### src/arq_rrw_pkg.sv
// types and constants of the arq receive reorder window
package arq_rrw_pkg;

  localparam int SEQ_W = 8;
  localparam int HND_W = 8;

  typedef enum logic [1:0] {
    MODE_PUSH = 2'd0,
    MODE_READ = 2'd1,
    MODE_SYNC = 2'd2,
    MODE_WIPE = 2'd3
  } mode_t;

  typedef enum logic [2:0] {
    ST_OK        = 3'd0,
    ST_INVALID   = 3'd1,
    ST_ALREADY   = 3'd2,
    ST_EMPTY     = 3'd3,
    ST_IN_SYNC   = 3'd4,
    ST_OUT_SYNC  = 3'd5,
    ST_DETACHED  = 3'd6
  } status_t;

  typedef enum logic [2:0] {
    S_IDLE,
    S_CHECK,
    S_ADV,
    S_MAP,
    S_DONE
  } fsm_t;

  localparam logic [1:0] REG_RING_LENGTH = 2'd0;
  localparam logic [1:0] REG_HORIZON     = 2'd1;
  localparam logic [1:0] REG_INIT_SEQ    = 2'd2;

  typedef struct packed {
    logic [1:0]       mode;
    logic [SEQ_W-1:0] packet_sequence;
    logic [HND_W-1:0] payload_handle;
  } in_word_t;

  typedef struct packed {
    logic [2:0]       status;
    logic [5:0]       head_advance;
    logic [HND_W-1:0] read_handle;
    logic [SEQ_W-1:0] read_sequence;
    logic [15:0]      horizon_map;
    logic [4:0]       readable_count;
    logic [5:0]       stored_count;
  } out_word_t;

endpackage

### src/arq_receive_reorder_window.sv
// arq receive reorder window top level
// usage
//   in channel: a word (mode, packet_sequence, payload_handle) is taken at a
//   clock edge with in_start high and in_busy low. modes: push, read, sync
//   check, wipe.
//   out channel: one result word per input word, shown for one cycle with
//   out_strobe high; the receiver cannot stall, so nothing backs up.
//   cfg channel: apb-style write/read of the ring length (0x0), the horizon
//   limit (0x4) and the start sequence (0x8). writing the ring length while
//   idle wipes the ring.
// timing
//   slot data (handle, sequence) sit in a one-port synchronous memory; the
//   filled flags are flip-flops so the head walk and horizon map see them.
//   after the accepting edge the word passes the check state, then, for a
//   stored push or a read, the advance state (a read first pops the tail,
//   then the head walks one slot per cycle until the walk stops), then the
//   map and done states; out_strobe is high in done. busy drops in the
//   cycle after the strobe.
// reset
//   synchronous active-low reset empties the ring, clears the counts and
//   loads the register defaults (32 slots, horizon 16, sequence 0).
module arq_receive_reorder_window #(
  parameter int RING_DEPTH = 32
) (
  input  logic                     clk,
  input  logic                     rst_n,
  input  logic                     in_start,
  output logic                     in_busy,
  input  arq_rrw_pkg::in_word_t    in_word,
  output logic                     out_strobe,
  output arq_rrw_pkg::out_word_t   out_word,
  input  logic                     psel,
  input  logic                     penable,
  input  logic                     pwrite,
  input  logic [3:0]               paddr,
  input  logic [31:0]              pwdata,
  output logic [31:0]              prdata,
  output logic                     pready
);
  import arq_rrw_pkg::*;

  localparam int IW = (RING_DEPTH > 1) ? $clog2(RING_DEPTH) : 1;
  localparam int CW = $clog2(RING_DEPTH + 1);

  // config registers
  logic [5:0] ring_length_r;
  logic [4:0] horizon_r;
  logic [7:0] init_seq_r;
  logic       cfg_wr;
  logic [1:0] cfg_idx;

  assign pready  = 1'b1;
  assign cfg_idx = paddr[3:2];
  assign cfg_wr  = psel && penable && pwrite;

  always_comb begin
    case (cfg_idx)
      REG_RING_LENGTH: prdata = {26'd0, ring_length_r};
      REG_HORIZON:     prdata = {27'd0, horizon_r};
      REG_INIT_SEQ:    prdata = {24'd0, init_seq_r};
      default:         prdata = 32'd0;
    endcase
  end

  // effective length and horizon
  logic [8:0] len_eff;
  logic [4:0] hor_eff;
  always_comb begin
    len_eff = {3'd0, ring_length_r};
    if (len_eff < 9'd3) len_eff = 9'd3;
    if (len_eff > 9'(RING_DEPTH)) len_eff = 9'(RING_DEPTH);
    hor_eff = horizon_r;
    if (hor_eff > 5'd16) hor_eff = 5'd16;
    if (9'(hor_eff) > len_eff - 9'd3) hor_eff = 5'(len_eff - 9'd3);
  end

  // slot data memory: {handle, sequence}
  logic [15:0] slot_mem [RING_DEPTH];
  logic        mem_we;
  logic [IW-1:0] mem_addr;
  logic [15:0] mem_wdata;
  logic [15:0] mem_rdata_r;

  always_ff @(posedge clk) begin
    if (mem_we) begin
      slot_mem[mem_addr] <= mem_wdata;
    end
    mem_rdata_r <= slot_mem[mem_addr];
  end

  // state
  fsm_t          state_r, state_nxt;
  logic [RING_DEPTH-1:0] filled_r, filled_nxt;
  logic [IW-1:0] head_r, head_nxt, tail_r, tail_nxt;
  logic [7:0]    head_seq_r, head_seq_nxt;
  logic [CW-1:0] count_r, count_nxt;
  in_word_t      in_r, in_nxt;
  logic [2:0]    status_r, status_nxt;
  logic [5:0]    adv_r, adv_nxt;
  logic [7:0]    rh_r, rh_nxt, rs_r, rs_nxt;
  logic [15:0]   map_r, map_nxt;
  logic [IW-1:0] land_r, land_nxt;

  // ring helper: (a + b) mod len for a < len, b < len
  function automatic logic [IW-1:0] wrap(input logic [8:0] a, input logic [8:0] b,
                                         input logic [8:0] l);
    logic [9:0] s;
    s = {1'b0, a} + {1'b0, b};
    if (s >= {1'b0, l}) s = s - {1'b0, l};
    return IW'(s);
  endfunction

  logic [7:0] off;
  logic [7:0] in_off;
  logic [IW-1:0] hnext, hprobe;
  logic [8:0] readable;
  assign off    = in_r.packet_sequence - head_seq_r;
  assign in_off = in_word.packet_sequence - head_seq_r;
  assign hnext  = wrap(9'(head_r), 9'd1, len_eff);
  assign hprobe = wrap(9'(head_r), 9'(hor_eff) + 9'd1, len_eff);
  always_comb begin
    readable = 9'(head_r) + len_eff - 9'(tail_r);
    if (readable >= len_eff) readable = readable - len_eff;
  end

  always_comb begin
    state_nxt    = state_r;
    filled_nxt   = filled_r;
    head_nxt     = head_r;
    tail_nxt     = tail_r;
    head_seq_nxt = head_seq_r;
    count_nxt    = count_r;
    in_nxt       = in_r;
    status_nxt   = status_r;
    adv_nxt      = adv_r;
    rh_nxt       = rh_r;
    rs_nxt       = rs_r;
    map_nxt      = map_r;
    land_nxt     = land_r;
    mem_we       = 1'b0;
    mem_addr     = tail_r;
    mem_wdata    = {in_r.payload_handle, in_r.packet_sequence};
    case (state_r)
      S_IDLE: begin
        if (cfg_wr && cfg_idx == REG_RING_LENGTH) begin
          filled_nxt   = '0;
          head_nxt     = '0;
          tail_nxt     = '0;
          count_nxt    = '0;
          head_seq_nxt = init_seq_r;
        end else if (in_start) begin
          in_nxt     = in_word;
          status_nxt = ST_OK;
          adv_nxt    = '0;
          rh_nxt     = '0;
          rs_nxt     = '0;
          land_nxt   = wrap(9'(head_r), 9'(in_off), len_eff);
          state_nxt  = S_CHECK;
        end
      end
      S_CHECK: begin
        state_nxt = S_MAP;
        case (mode_t'(in_r.mode))
          MODE_PUSH: begin
            mem_addr = land_r;
            if (off > 8'(hor_eff)) begin
              status_nxt = ST_INVALID;
            end else if (filled_r[land_r]) begin
              status_nxt = ST_ALREADY;
            end else begin
              mem_we             = 1'b1;
              filled_nxt[land_r] = 1'b1;
              count_nxt          = count_r + 1'b1;
              state_nxt          = S_ADV;
            end
          end
          MODE_READ: begin
            // memory output for the tail arrives next cycle
            if (readable == 9'd0) begin
              status_nxt = ST_EMPTY;
            end else begin
              state_nxt = S_ADV;
            end
          end
          MODE_SYNC: begin
            if (off == 8'd0) status_nxt = ST_IN_SYNC;
            else if (off <= 8'd16) status_nxt = ST_OUT_SYNC;
            else status_nxt = ST_DETACHED;
          end
          default: begin
            filled_nxt   = '0;
            head_nxt     = '0;
            tail_nxt     = '0;
            count_nxt    = '0;
            head_seq_nxt = init_seq_r;
          end
        endcase
      end
      S_ADV: begin
        if (in_r.mode == MODE_READ) begin
          // pop the tail entry once, then the mode turns to push so the
          // following cycles only walk the head
          rh_nxt           = mem_rdata_r[15:8];
          rs_nxt           = mem_rdata_r[7:0];
          if (filled_r[tail_r] && count_r != '0) count_nxt = count_r - 1'b1;
          filled_nxt[tail_r] = 1'b0;
          tail_nxt         = wrap(9'(tail_r), 9'd1, len_eff);
          in_nxt.mode      = MODE_PUSH;
          state_nxt        = S_ADV;
        end else if (filled_r[head_r] && hprobe != tail_r && 9'(adv_r) < len_eff) begin
          head_nxt     = hnext;
          head_seq_nxt = head_seq_r + 8'd1;
          adv_nxt      = adv_r + 6'd1;
        end else begin
          state_nxt = S_MAP;
        end
      end
      S_MAP: begin
        // bits at or past the horizon are masked, so i + 1 stays below len
        for (int i = 0; i < 16; i++) begin
          map_nxt[i] = (i < int'(hor_eff)) &&
                       filled_r[wrap(9'(head_r), 9'(i + 1), len_eff)];
        end
        state_nxt = S_DONE;
      end
      default: begin
        state_nxt = S_IDLE;
      end
    endcase
  end

  always_ff @(posedge clk) begin
    if (!rst_n) begin
      state_r       <= S_IDLE;
      filled_r      <= '0;
      head_r        <= '0;
      tail_r        <= '0;
      head_seq_r    <= '0;
      count_r       <= '0;
      ring_length_r <= 6'd32;
      horizon_r     <= 5'd16;
      init_seq_r    <= 8'd0;
    end else begin
      state_r    <= state_nxt;
      filled_r   <= filled_nxt;
      head_r     <= head_nxt;
      tail_r     <= tail_nxt;
      head_seq_r <= head_seq_nxt;
      count_r    <= count_nxt;
      if (cfg_wr) begin
        case (cfg_idx)
          REG_RING_LENGTH: ring_length_r <= pwdata[5:0];
          REG_HORIZON:     horizon_r     <= pwdata[4:0];
          REG_INIT_SEQ:    init_seq_r    <= pwdata[7:0];
          default:         ;
        endcase
      end
    end
  end

  always_ff @(posedge clk) begin
    in_r     <= in_nxt;
    status_r <= status_nxt;
    adv_r    <= adv_nxt;
    rh_r     <= rh_nxt;
    rs_r     <= rs_nxt;
    map_r    <= map_nxt;
    land_r   <= land_nxt;
  end

  assign in_busy    = (state_r != S_IDLE);
  assign out_strobe = (state_r == S_DONE);
  always_comb begin
    out_word.status         = status_r;
    out_word.head_advance   = adv_r;
    out_word.read_handle    = rh_r;
    out_word.read_sequence  = rs_r;
    out_word.horizon_map    = map_r;
    out_word.readable_count = 5'(readable);
    out_word.stored_count   = 6'(count_r);
  end

  // checks
  assert property (@(posedge clk) disable iff (!rst_n)
    in_start && !in_busy |=> in_busy) else $error("start not taken");
  assert property (@(posedge clk) disable iff (!rst_n)
    out_strobe |=> !out_strobe) else $error("double strobe");
  assert property (@(posedge clk) disable iff (!rst_n)
    count_r <= CW'(RING_DEPTH)) else $error("count overflow");

endmodule

### config.mk
export PLATFORM = sky130hd
export DESIGN_NAME = arq_receive_reorder_window
export DESIGN_NICKNAME = d
export VERILOG_FILES = /design/src/arq_rrw_pkg.sv /design/src/arq_receive_reorder_window.sv
export SDC_FILE = /design/constraint.sdc
export NUM_CORES = 2
export LEC_CHECK = 0
export BUFFER_PORTS_ARGS = -buffer_cell sky130_fd_sc_hd__buf_2
export CAP_MARGIN = 20
export CELL_PAD_IN_SITES_DETAIL_PLACEMENT = 0
export CELL_PAD_IN_SITES_GLOBAL_PLACEMENT = 1
export CORE_ASPECT_RATIO = 0.6
export CORE_MARGIN = 2
export CORE_UTILIZATION = 55
export DETAILED_ROUTE_END_ITERATION = 10
export GPL_ROUTABILITY_DRIVEN = 0
export MAX_ROUTING_LAYER = met4
export PLACE_DENSITY = 0.87
export SLEW_MARGIN = 10
export SYNTH_ARGS = -nofsm -noshare
export SYNTH_HDL_FRONTEND = slang
export SYNTH_SLANG_ARGS = --single-unit
export TNS_END_PERCENT = 5
### constraint.sdc
create_clock -name clk -period 20.6 [get_ports clk]
set_input_delay 2.06 -clock clk [delete_from_list [all_inputs] [get_ports clk]]
set_output_delay 2.06 -clock clk [all_outputs]
set_load 0.01 [all_outputs]
== Word-level counts from Yosys, hierarchy flattened ==
Memories as Yosys holds them, arrays and structs flattened. A register that Yosys moved wholly into a read port is not among the register bits.
Cells that the tools add are included.
Word-level totals
  input port bits: 60
  RAM bits: 512
  word-level logic and storage cells: 357
  output and inout port bits: 87
  memories kept: 1
  flip-flop bits (word level): 142
Cells by class
  add/sub/neg operators: 49
  equality and inequality tests: 24
  mux-type cells: 149
  bitwise gates (word level): 4
  $lt $le $gt $ge: 64
  reduce and logical (&&, ||, !) cells: 48
Memories
  slot_mem: depth 32, bits a word 16, rd ports 1, clocked after Yosys merged registers in 1, wr ports 1, RTL line arq_receive_reorder_window.sv:78  | logic [15:0] slot_mem [RING_DEPTH];
Operators by type and width (count)
  $mux 5: 44
  $mux 32: 4
  $lt 5x6->1 const B: 19
  $ge 6x6->1: 17
  $pmux 32 s3: 1
  $bmux 1 s5: 19
  $sub 5x5->5: 19
  $mux 6: 11
  $mux 8: 8
  $pmux 32 s2: 1
  $add 5x4->6 const B: 8
  $pmux 8 s3: 2
  $lt 4x5->1 const A: 8
  $mux 18: 2
  $and 32x32->32: 1
  $not 32->32: 1
  $or 32x32->32: 1
  $pmux 8 s2: 2
  $mux 1: 30
  $pmux 5 s3: 2
  $mux 3: 9
  $add 5x3->6 const B: 4
  $logic_and 1x1->1: 24
  $pmux 6 s2: 2
  60 further kinds: 99

== Depth between registers and ports, before layout ==
  word-level depth: 17
  mapped depth: 33
  mapped depth without buffers: 30

== Worst setup path before layout ==
No wires, ideal clock.
  kind: register -> output
  start: reg ring_length_r[5]
  end: out out_word[10] (netlist bit)
  stages on the path, launching flop included: 23
  setup slack: 12.172 ns
  arrival time: 6.368 ns
  cells stage by stage: dfxtp_1 clkbuf_1 clkinv_1 o21ai_0 inv_1 ha_1 a21oi_1 inv_1 a21oi_1 xnor2_1 ha_1 o21a_1 o31a_1 o21a_1 or2_2 xnor2_1 ha_1 and3_1 nand4_1 or3_1 a221o_1 o221ai_2 mux2_2
RTL lines
  start, declared: RTL line arq_receive_reorder_window.sv:46  | logic [5:0] ring_length_r;
  start signal, assigned: RTL line arq_receive_reorder_window.sv:252  | REG_RING_LENGTH: ring_length_r <= pwdata[5:0];
  end, declared: RTL line arq_receive_reorder_window.sv:31  | output arq_rrw_pkg::out_word_t out_word,

==> impl_metrics.prom <==
# TYPE chip_impl_metric gauge
chip_impl_info{name="critical_path.most_common_cell",value="sky130_fd_sc_hd__ha_1"} 1
chip_impl_metric{name="clk_path_buf_depth",unit=""} 3
chip_impl_metric{name="synth-warning-count",unit=""} 0
chip_impl_info{name="cts_tree",value="built"} 1
chip_impl_metric{name="htreeDepth",unit=""} 2
chip_impl_metric{name="drt_iter0_markers",unit=""} 5806
chip_impl_metric{name="dieWidth",unit="um"} 351
chip_impl_metric{name="timing.final.crit_period",unit="ns"} 9.32
chip_impl_metric{name="row_count",unit=""} 76
chip_impl_info{name="synth.most_common_cell",value="sky130_fd_sc_hd__edfxtp_1"} 1
chip_impl_metric{name="synth_area_per_cell",unit="sq um"} 11.9
chip_impl_metric{name="place.detailed.instances",unit=""} 4298
chip_impl_metric{name="cts_made_buffers",unit=""} 60
chip_impl_metric{name="synth_seq_cells",unit=""} 670
chip_impl_metric{name="ir_drop",unit="mV"} 0.0820
chip_impl_info{name="rsz_0062_raised_after_global_routing",value="no"} 1
chip_impl_metric{name="fmax",unit="MHz"} 107
chip_impl_metric{name="synth_seq_area_share",unit="%"} 48.4
chip_impl_metric{name="starting_density",unit="%"} 55.5
chip_impl_metric{name="first_pass_drt_iterations",unit=""} 8
chip_impl_metric{name="post_cts_hold_buffer_count",unit=""} 0
chip_impl_info{name="outcome",value="finished clean"} 1
chip_impl_metric{name="power_frac_comb",unit="%"} 22.1
chip_impl_info{name="synth_top_flop_cell",value="sky130_fd_sc_hd__edfxtp_1"} 1
chip_impl_metric{name="netSwitchingPower",unit="W"} 0.00114
chip_impl_info{name="cts_root_buffer",value="sky130_fd_sc_hd__clkbuf_16"} 1
chip_impl_metric{name="place_hpwl",unit="um"} 85400
chip_impl_metric{name="wire_length_of_the_first_global_routing_pass",unit="um"} 192000
chip_impl_metric{name="first_global_vias",unit=""} 29630
chip_impl_metric{name="slew-limit-headroom",unit="%"} 4.70
chip_impl_metric{name="finalHoldViolCount",unit=""} 0
chip_impl_metric{name="worst_setup_hold_path_clk_slew",unit="ns"} 0.07
chip_impl_info{name="netlist_top_cells_count",value="sky130_fd_sc_hd__edfxtp_1, sky130_fd_sc_hd__nand2_1, sky130_fd_sc_hd__mux2i_1, sky130_fd_sc_hd__nor2_1, sky130_fd_sc_hd__a21oi_1"} 1
chip_impl_metric{name="placement.io_buffers",unit=""} 95
chip_impl_metric{name="clk_lat_worst_skew",unit="ns"} 0.68
chip_impl_metric{name="global_route.overflow_total",unit=""} 0
chip_impl_metric{name="n_fill_cell",unit=""} 5444
chip_impl_metric{name="p_leak",unit="nW"} 15.4
chip_impl_metric{name="p_sw_share",unit="%"} 30.9
chip_impl_metric{name="grtUsageTotal",unit="%"} 36.0
chip_impl_metric{name="design.core.area",unit="sq um"} 71500
chip_impl_metric{name="worstMarginPinSlew",unit="ns"} 1.43
chip_impl_metric{name="power_per_cell_area",unit="nW/um^2"} 84.7
chip_impl_info{name="start_kind",value="flop"} 1
chip_impl_metric{name="cell_internal_pwr",unit="W"} 0.00255
chip_impl_metric{name="layout.nets",unit=""} 3635
chip_impl_metric{name="synth_cell_types",unit=""} 97
chip_impl_metric{name="drcViolationCount",unit=""} 0
chip_impl_metric{name="synth_area",unit="sq um"} 39700
chip_impl_metric{name="sequential_cell_area",unit="sq um"} 19200
chip_impl_metric{name="multi_input_combinational_cell_area",unit="sq um"} 19100
chip_impl_metric{name="route.vias.total",unit=""} 31417
chip_impl_metric{name="grt_antenna_before_repair",unit=""} 8
chip_impl_metric{name="post_cts_buffers",unit=""} 0
chip_impl_metric{name="die_area",unit="sq um"} 74300
chip_impl_metric{name="avgRoutedWirePerCell",unit="um"} 30.0
chip_impl_info{name="worstSetupEndpointType",value="output port"} 1
chip_impl_info{name="crit_path_cell_trace",value="clkinv_1, buf_4, o21ai_2, buf_4, inv_1, ha_1, a21oi_1, inv_1, a21oi_1, xnor2_1, ha_1, o21a_1, o31a_1, o21a_1, or2_2, xnor2_1, ha_1, and3_1, nand4_1, or3_1, a221o_1, o221ai_2, mux2_2, buf_2"} 1
chip_impl_info{name="crit_slowest_cell",value="sky130_fd_sc_hd__dfxtp_1"} 1
chip_impl_info{name="synth_top_cell_by_area",value="sky130_fd_sc_hd__edfxtp_1"} 1
chip_impl_metric{name="crit_fanout",unit=""} 28
chip_impl_metric{name="cts-resized-gates",unit=""} 0
chip_impl_metric{name="finalSetupTns",unit="ns"} 0
chip_impl_info{name="worstSetupPathType",value="reg2out"} 1
chip_impl_metric{name="sequentialPowerShare",unit="%"} 45.5
chip_impl_info{name="holdCritPathClass",value="reg2reg"} 1
chip_impl_metric{name="drt-vias-per-instance",unit=""} 7.10
chip_impl_metric{name="totalWireLength",unit="um"} 133000
chip_impl_info{name="synth_top_cells_by_area",value="sky130_fd_sc_hd__edfxtp_1, sky130_fd_sc_hd__mux4_2, sky130_fd_sc_hd__mux2i_1, sky130_fd_sc_hd__ha_1, sky130_fd_sc_hd__dfxtp_1"} 1
chip_impl_metric{name="cap_viol_max_count",unit=""} 0
chip_impl_metric{name="netlist_instances",unit=""} 3335
chip_impl_metric{name="boundaryPins",unit=""} 147
chip_impl_metric{name="max_stage_delay",unit="ns"} 0.59
chip_impl_metric{name="synth.top_cell.area_share",unit="%"} 43.6
chip_impl_metric{name="tritoncts_num_sinks",unit=""} 670
chip_impl_metric{name="flow.area_growth_from_synthesis",unit="%"} 10.0
chip_impl_metric{name="die_h",unit="um"} 212
chip_impl_metric{name="setup_viol",unit=""} 0
chip_impl_metric{name="clock_skew",unit="ns"} 0.0366
chip_impl_metric{name="number_of_max_slew_violations_in_the_final_report",unit=""} 0
chip_impl_metric{name="drtAntennaViolNets",unit=""} 0
chip_impl_metric{name="worst_ep_arrival_time",unit="ns"} 7.26
chip_impl_metric{name="period_share",unit="%"} 45.2
chip_impl_metric{name="async_flop_share",unit="%"} 0
chip_impl_metric{name="synth_edf_count",unit=""} 576
chip_impl_metric{name="worst-endpoint-required",unit="ns"} 18.54
chip_impl_metric{name="post_route_cells_drive_above_1_share",unit="%"} 17.4
chip_impl_metric{name="stdcell_count",unit=""} 4428
chip_impl_metric{name="pin_count_of_the_biggest_net_entering_global_routing",unit=""} 71
chip_impl_metric{name="power_frac_clock",unit="%"} 32.3
## worst max-delay path: cells and delay by family, from the launching register on
kind                       cells  cell delay, ns
AOI/OAI and AO/OA              8            1.77
buffers and inverters          6            1.44
adders and majority gates      3            1.04
and+or+nand+nor                4            1.01
DFF                            1            0.59
muxes                          1            0.40
xor gates and xnor gates       2            0.33
## flip-flops by register name, indices dropped and copies added (netlist names), 6 cells and up
name and count:
rh_r 8, rs_r 8, filled_r 32, slot_mem 512, in_r 18, mem_rdata_r 16, adv_r 6, ring_length_r 6
count_r 6, map_r 16, head_seq_r 8, init_seq_r 8
## cell families after synthesis
family,after synthesis,share of synthesized area (%)
and+or+nand+nor,810,9.78
xor gates and xnor gates,116,2.56
other,2,0.0189
DFF,670,48.4
muxes,442,16.5
buffers and inverters,369,3.97
adders and majority gates,177,5.85
AOI/OAI and AO/OA,749,12.9
## routing by layer
metal,vias up,share of wire [%],track usage [%]
met3,460,17,13.3
met1,15229,39,51.7
met4,0,3.8,11.6
met5,-,0,-
li1,12952,-,-
met2,2776,40,46.8
## area by class of cell
type	count	area share (%)
diodes	6	0.0344
clock buffers	69	3.56
clock inverters	42	1.18
inverters	123	1.06
multi-input cells	2319	43.7
flip-flops and latches	670	43.9
well taps	975	2.80
repair buffers	224	3.68
## cells in the final DEF (no fill, tap or decap), types with 16 or more instances in the layout
cell type / synthesis / layout
sky130_fd_sc_hd__nor3b_1: 17 / 17
sky130_fd_sc_hd__clkinv_1: 5 / 17
sky130_fd_sc_hd__a22oi_1: 63 / 63
sky130_fd_sc_hd__a31oi_1: 68 / 68
sky130_fd_sc_hd__o211ai_1: 21 / 21
sky130_fd_sc_hd__a32oi_1: 20 / 20
sky130_fd_sc_hd__a211oi_1: 35 / 35
sky130_fd_sc_hd__conb_1: 2 / 25
sky130_fd_sc_hd__ha_1: 163 / 163
sky130_fd_sc_hd__nand2b_1: 17 / 17
sky130_fd_sc_hd__xnor2_1: 73 / 73
sky130_fd_sc_hd__nor3_1: 74 / 73
sky130_fd_sc_hd__inv_1: 115 / 115
sky130_fd_sc_hd__buf_2: 48 / 95
sky130_fd_sc_hd__nand2_1: 236 / 236
sky130_fd_sc_hd__mux4_2: 162 / 162
sky130_fd_sc_hd__mux2i_1: 220 / 215
sky130_fd_sc_hd__a221oi_1: 16 / 16
sky130_fd_sc_hd__dfxtp_1: 94 / 93
sky130_fd_sc_hd__xor2_1: 43 / 43
sky130_fd_sc_hd__nor2b_1: 44 / 44
sky130_fd_sc_hd__mux2_2: 52 / 52
sky130_fd_sc_hd__o21ai_0: 94 / 92
sky130_fd_sc_hd__clkbuf_16: 0 / 61
sky130_fd_sc_hd__a21oi_1: 195 / 195
sky130_fd_sc_hd__o21a_1: 20 / 20
sky130_fd_sc_hd__edfxtp_1: 576 / 576
sky130_fd_sc_hd__buf_4: 28 / 117
sky130_fd_sc_hd__nand3_1: 66 / 66
sky130_fd_sc_hd__nor2_1: 218 / 208
sky130_fd_sc_hd__a21o_1: 43 / 41
sky130_fd_sc_hd__and2_1: 30 / 30
sky130_fd_sc_hd__nand4_1: 21 / 21
## path summary, 6_finish.rpt
| kind | start | endpoint | slack [ns] | depth (start not counted) |
|---|---|---|---|---|
| worst max-delay path | ring_length_r[5] | out_word[10] | 11.28 | 24 |
| worst max register to register | ring_length_r[5] | head_seq_r[2] | 11.34 | 29 |
| worst min register to register | ring_length_r[1] | ring_length_r[1] | 0.51 | 2 |
| worst min-delay path | ring_length_r[1] | ring_length_r[1] | 0.51 | 2 |
## metrics by stage
step | power, W | setup WS [ns] | cell area [sq um] | util (%) | hold slack (ns)
after CTS | 0.00364 | 11.48 | 43400 | 60.6 | 0.510
after detailed placement | 0.00246 | 11.79 | 41300 | 57.7 | 0.491
final | 0.00370 | 11.28 | 43600 | 61.0 | 0.507
after global placement | 0.00243 | 11.93 | 41300 | 57.7 | 0.486
after global routing | 0.00380 | 10.88 | 43600 | 61.0 | 0.527
after floorplan | 0.00217 | 12.17 | 39700 | - | 0.459
## power groups by stage
| stage | clock (W) | combinational (W) | sequential [W] |
|---|---|---|---|
| global route | 0.00124 | 0.000863 | 0.00169 |
| global placement | 0 | 0.000699 | 0.00173 |
| floorplan | 0 | 0.000456 | 0.00172 |
| finish | 0.00119 | 0.000818 | 0.00168 |
| CTS | 0.00119 | 0.000731 | 0.00171 |
| detailed placement | 0 | 0.000723 | 0.00174 |
No activity file was read; power rests on OpenSTA's default activity.
